**src/rtl/vwa_ram.sv**
```systemverilog
`timescale 1ns / 1ps

module vwa_ram #(
  parameter int WIDTH = 8,
  parameter int DEPTH = 256
) (
  input  logic                                    clk,
  input  logic                                    we,
  input  logic [((DEPTH > 1) ? $clog2(DEPTH) : 1)-1:0] waddr,
  input  logic [WIDTH-1:0]                        wdata,
  input  logic [((DEPTH > 1) ? $clog2(DEPTH) : 1)-1:0] raddr,
  output logic [WIDTH-1:0]                        rdata
);

  logic [WIDTH-1:0] mem [DEPTH];

  // A read of the address being written returns the old contents.
  always_ff @(posedge clk) begin
    if (we) begin
      mem[waddr] <= wdata;
    end
    rdata <= mem[raddr];
  end

endmodule
```
**config.mk**
```make
export PLATFORM = sky130hd
export DESIGN_NAME = vwa_ram
export DESIGN_NICKNAME = d
export VERILOG_FILES = /design/src/rtl/vwa_ram.sv
export SDC_FILE = /design/constraint.sdc
export NUM_CORES = 2
export LEC_CHECK = 0
export BUFFER_PORTS_ARGS = -buffer_cell sky130_fd_sc_hd__buf_2
export CAP_MARGIN = 40
export CORE_MARGIN = 2
export CORE_UTILIZATION = 30
export CTS_CLUSTER_DIAMETER = 50
export CTS_CLUSTER_SIZE = 16
export DETAILED_ROUTE_END_ITERATION = 6
export GPL_TIMING_DRIVEN = 0
export PLACE_DENSITY_LB_ADDON = 0.3
export SYNTH_ARGS = -nofsm -noshare
export SYNTH_HDL_FRONTEND = slang
export SYNTH_SLANG_ARGS = --single-unit
export TNS_END_PERCENT = 30
```
**constraint.sdc**
```tcl
create_clock -name clk -period 6.55 [get_ports clk]
set_clock_uncertainty 0.15 [all_clocks]
set_input_delay 1.965 -clock clk [delete_from_list [all_inputs] [get_ports clk]]
set_output_delay 1.965 -clock clk [all_outputs]
set_load 0.005 [all_outputs]
```
# Word-level counts from Yosys, hierarchy flattened

Memories as Yosys holds them, arrays and structs flattened. A register that Yosys moved wholly into a read port is not among the register bits.
Cells that the tools add are included.

Add/subtract/negate cells: 0
Multiply operators: 0
Div/mod/pow operators: 0
$lt $le $gt $ge: 0
Eq/ne operators: 0
Shift operators: 0
Muxes and demuxes: 2
Bitwise gates (word level): 0
Reduce and logical (&&, ||, !) cells: 0

Operators with widths:

| operator          | count |
|---|---|
| 1-bit two-way mux | 2 |

Bits in registers: 0
Latch bits: 0
Bits in writable memories: 2,048
ROM bits: 0
Input bits: 26
Output and inout port bits: 8
Logic and storage cells: 3
Memories: 1

Memories:

| memory | words | bits a word | rd ports | clocked after Yosys merged registers in | wr ports | line | text |
|---|---|---|---|---|---|---|---|
| mem    | 256   | 8           | 1        | 1                                       | 1        | 15   | `logic [WIDTH-1:0] mem [DEPTH];` |

# Logic depth before layout (Yosys ltp)

Word-level depth: 2
Mapped depth: 11
Gate-level depth less buffers: 6

# Least setup slack after synthesis

Ideal clock, no wire load.

Kind: input to register
From: input port raddr[0] (netlist bit)
To: register rdata[2], read port of mem
Library setup time: 131 ps
Arrival: 3,772 ps
Required time: 6,269 ps
Slack: 2,497 ps
Stages: 9
Path buffers: 4
Cells stage by stage: buf_6 buf_12 buf_8 buf_2 mux4_2 a22oi_1 a21oi_1 nor4_1 nor4_2

RTL lines:

| element         | line | text |
|---|---|---|
| start, declared | 11   | `input logic [((DEPTH > 1) ? $clog2(DEPTH) : 1)-1:0] raddr,` |
| end, declared   | 12   | `output logic [WIDTH-1:0] rdata` |

==> summary.txt <==
Run status
  – Outcome: completed

Synthesis
  – Sequential area share after synthesis: 77.5%
  – Top-area cell type share of the netlist area: 77.3%
  – Number of flops mapped to enable cells by yosys: 2048
  – Yosys cell types: 55
  – Synth warn: 0
  – Synth top cells by count: edfxtp_1, mux4_2, nor2_1, mux2i_1, a22oi_1
  – Cells after Synth: 3733
  – Most frequent cell after synthesis: edfxtp_1
  – Asr flop ratio synth: 0%
  – Post-synth top flop: edfxtp_1
  – #FFs+latches synth: 2056
  – Mapped Avg Cell Area: 21.3 sq um
  – Syn_nets: 3759
  – Most area-consuming cells after synthesis: edfxtp_1, mux4_2, mux2i_1
  – Yosys top cell by area: edfxtp_1
  – Syn Std Cell Area: 79600 sq um

Detailed routing
  – Pre-Repair DR Iteration Count: 6
  – Routed wire per std cell: 32.5 um
  – # DRC: 0
  – Total number of vias: 41600
  – Total Wirelength: 255 mm
  – Drt initial violations: 6159
  – Final ANT Viol Nets: 0
  – Vias per inst: 5.30

Critical path
  – Critical Path Fanout Max: 10
  – Critical R2R Launch: mem[80][5]$_DFFE_PP_
  – Critical Path Most Common Cell: buf_2
  – CP Launch Type: input pin
  – Slowest cell on crit path: buf_2
  – Worst setup EP type: flip-flop
  – Worst EP arrival: 6.32 ns
  – WS Path Type: in2reg
  – Crit path required time: 7.14 ns
  – Largest stage delay, worst path: 0.72 ns
  – FF-to-FF End: rdata[5]$_DFF_P_
  – Worst path cell trace: buf_2 > buf_4 > buf_2 > buf_2 > clkbuf_1 > buf_8 > nand3_1 > o211ai_1 > a21oi_1 > nor4_1 > buf_2 > nor4_1 > buf_2
  – R2R setup slack: 3.10 ns
  – Worst reg-to-reg path cell count: 8

Cells and area
  – Ratio of cells with drive above 1 in the final layout: 26.6%
  – Fin area: 92900 sq um
  – Nets: 4178
  – Area Overhead vs Synth: 16.7%

Die
  – Die area: 269000 sq um
  – Die span in y: 519 um
  – Initial Util: 30.1%
  – I/O Pins: 34
  – Core ar.: 264000 sq um
  – Die width: 519 um
  – Row cnt: 189

Clock tree
  – Postcts setup bufs: 0
  – Root buf cell: clkbuf_16
  – Hold buffers post-CTS: 0
  – Clock Tree Buf Depth: 3
  – Num CTS Buffers: 191
  – Post_cts resized: 0
  – Clock latency on the worst-skew pair: 0.88 ns
  – CTS tree: done
  – H-tree depth: 4
  – Clock slew at reported path FFs: 0.07 ns
  – Sink Count: 2056

Power and ir drop
  – Power per cell area: 298 nW/um^2
  – Static Leak: 28.5 nW
  – VDD IR max: 0.281 mV
  – Final Power: 0.0277 W

STA
  – Worst-margin pin slew: 1.17 ns
  – Setup violators final: 0
  – Pins Over Slew Limit: 0
  – Max Fclk: 0.175 GHz
  – Relative slew slack: 22.2%
  – RSZ-0062 raised after global routing: no
  – Final hold vios: 0
  – Share of the clock period used by the worst path: 87.5%
  – Fin crit period: 5.73 ns

Global routing
  – Vias in the first global route: 41200
  – Met1 usage: 24.7%
  – Largest net degree at the start of global routing: 160
  – Grt total ovfl: 0
  – Initial antenna violation count: 19
  – Met3 Usage GRT: 4.25%
  – First-pass GRT wire length: 346 mm
  – M2 GR Usage: 29.2%
  – Total GRT Usage: 18.6%
  – Most Crowded Layer GR: met2

Placed design
  – GPL Wtd Cong: 0.956
  – DP Area: 86300 sq um
  – Port buffer count: 26
  – Estimated wirelength of the detail-placed design: 174 mm

Min path
  – Worst Hold Path Cells: 7
  – Hold Crit Endpoint: rdata[5]$_DFF_P_
  – Hold Path Class: reg2reg
  – HP Start: mem[32][5]$_DFFE_PP_

Flow run
  – Max-cap violations: 0
-- area by class of cell --
class	count	area, sq um
multi-input cells	1442	16500
flip-flops and latches	2056	61700
clock inverters	137	1610
inverters	2	7.51
plain buffers	233	1480
well taps	3533	4420
repair buffers	226	2260
diodes	9	22.5
clock buffers	212	4910
fillers	24700	172000
-- report_power, final --
group | switching, W | total (W) | internal [W]
registers | 0.00000803 | 0.0145 | 0.0145
logic | 0.00113 | 0.00165 | 0.000519
clock network | 0.00540 | 0.0115 | 0.00612
-- metal layers --
metal,up-vias,routed length (um)
li1,16600,-
met1,22400,102000
met2,2134,119000
met3,450,23200
met4,6,11400
met5,-,46
-- cell families after synthesis --
group,share of synthesized area [%]
DFF,77.5
muxes,14.6
and+or+nand+nor,2.63
AOI/OAI and AO/OA,3.42
buffers and inverters,1.83
-- per-stage QoR --
stage | cells | worst slack (ns) | TNS [ns] | util [%] | hold WS, ns
2_1_floorplan | 3733 | 2.50 | 0 | - | 0.620
3_3_place_gp | 7292 | -1.54 | -111.15 | 31.8 | 1.32
3_5_place_dp | 7488 | 0.0831 | 0 | 32.6 | 1.14
4_1_cts | 7837 | 0.998 | 0 | 35.1 | 1.14
5_1_grt | 7846 | 0.902 | 0 | 35.1 | 1.16
6_report | 7850 | 0.820 | 0 | 35.1 | 1.16
-- critical path: cells and delay by family --
kind                   cells  cell delay [ns]
AO/OA/AOI/OAI              2             0.35
AND/OR/NAND/NOR            3             0.75
buffers and inverters      8             3.13
-- cells in the final DEF, fill, tap and decap left out, drive strengths merged, types with 4 or more instances in the layout --
cell      synthesis  routed
edfxtp         2048    2048
mux4            456     456
buf             122     347
clkbuf          111     323
nor2            282     282
mux2i           134     134
a22oi           133     133
a21oi            96      96
clkinv            1      68
o221ai           47      47
inv               1      37
nand3            34      34
nand2            33      33
nor2b            31      31
o22ai            28      28
nor4             27      27
nor3             22      22
clkinvlp          0      21
a211oi           16      16
a221oi           14      14
bufinv            0      13
o21ai            12      12
nand4            10      10
o211ai           10      10
diode             0       9
nand2b            8       8
a22o              8       8
dfxtp             8       8
and2              6       6
o22a              5       5
o32ai             5       5
a2111oi           5       5
or2               4       4
-- state kept, by name, indices dropped and copies added, names as in the netlist --
name / count
mem: 2048
rdata: 8
-- worst max path at each step --
stage                   from          endpoint  slack, ns  depth (start not counted)
global route        raddr[1]  rdata[7]$_DFF_P_       0.90                         13
global placement    raddr[4]  rdata[4]$_DFF_P_      -1.54                          9
CTS                 raddr[1]  rdata[7]$_DFF_P_        1.0                         13
detailed placement  raddr[1]  rdata[7]$_DFF_P_       0.08                         13
finish              raddr[1]  rdata[7]$_DFF_P_       0.82                         13
floorplan           raddr[0]  rdata[2]$_DFF_P_       2.50                          9
(Power assumes the default switching activity.)
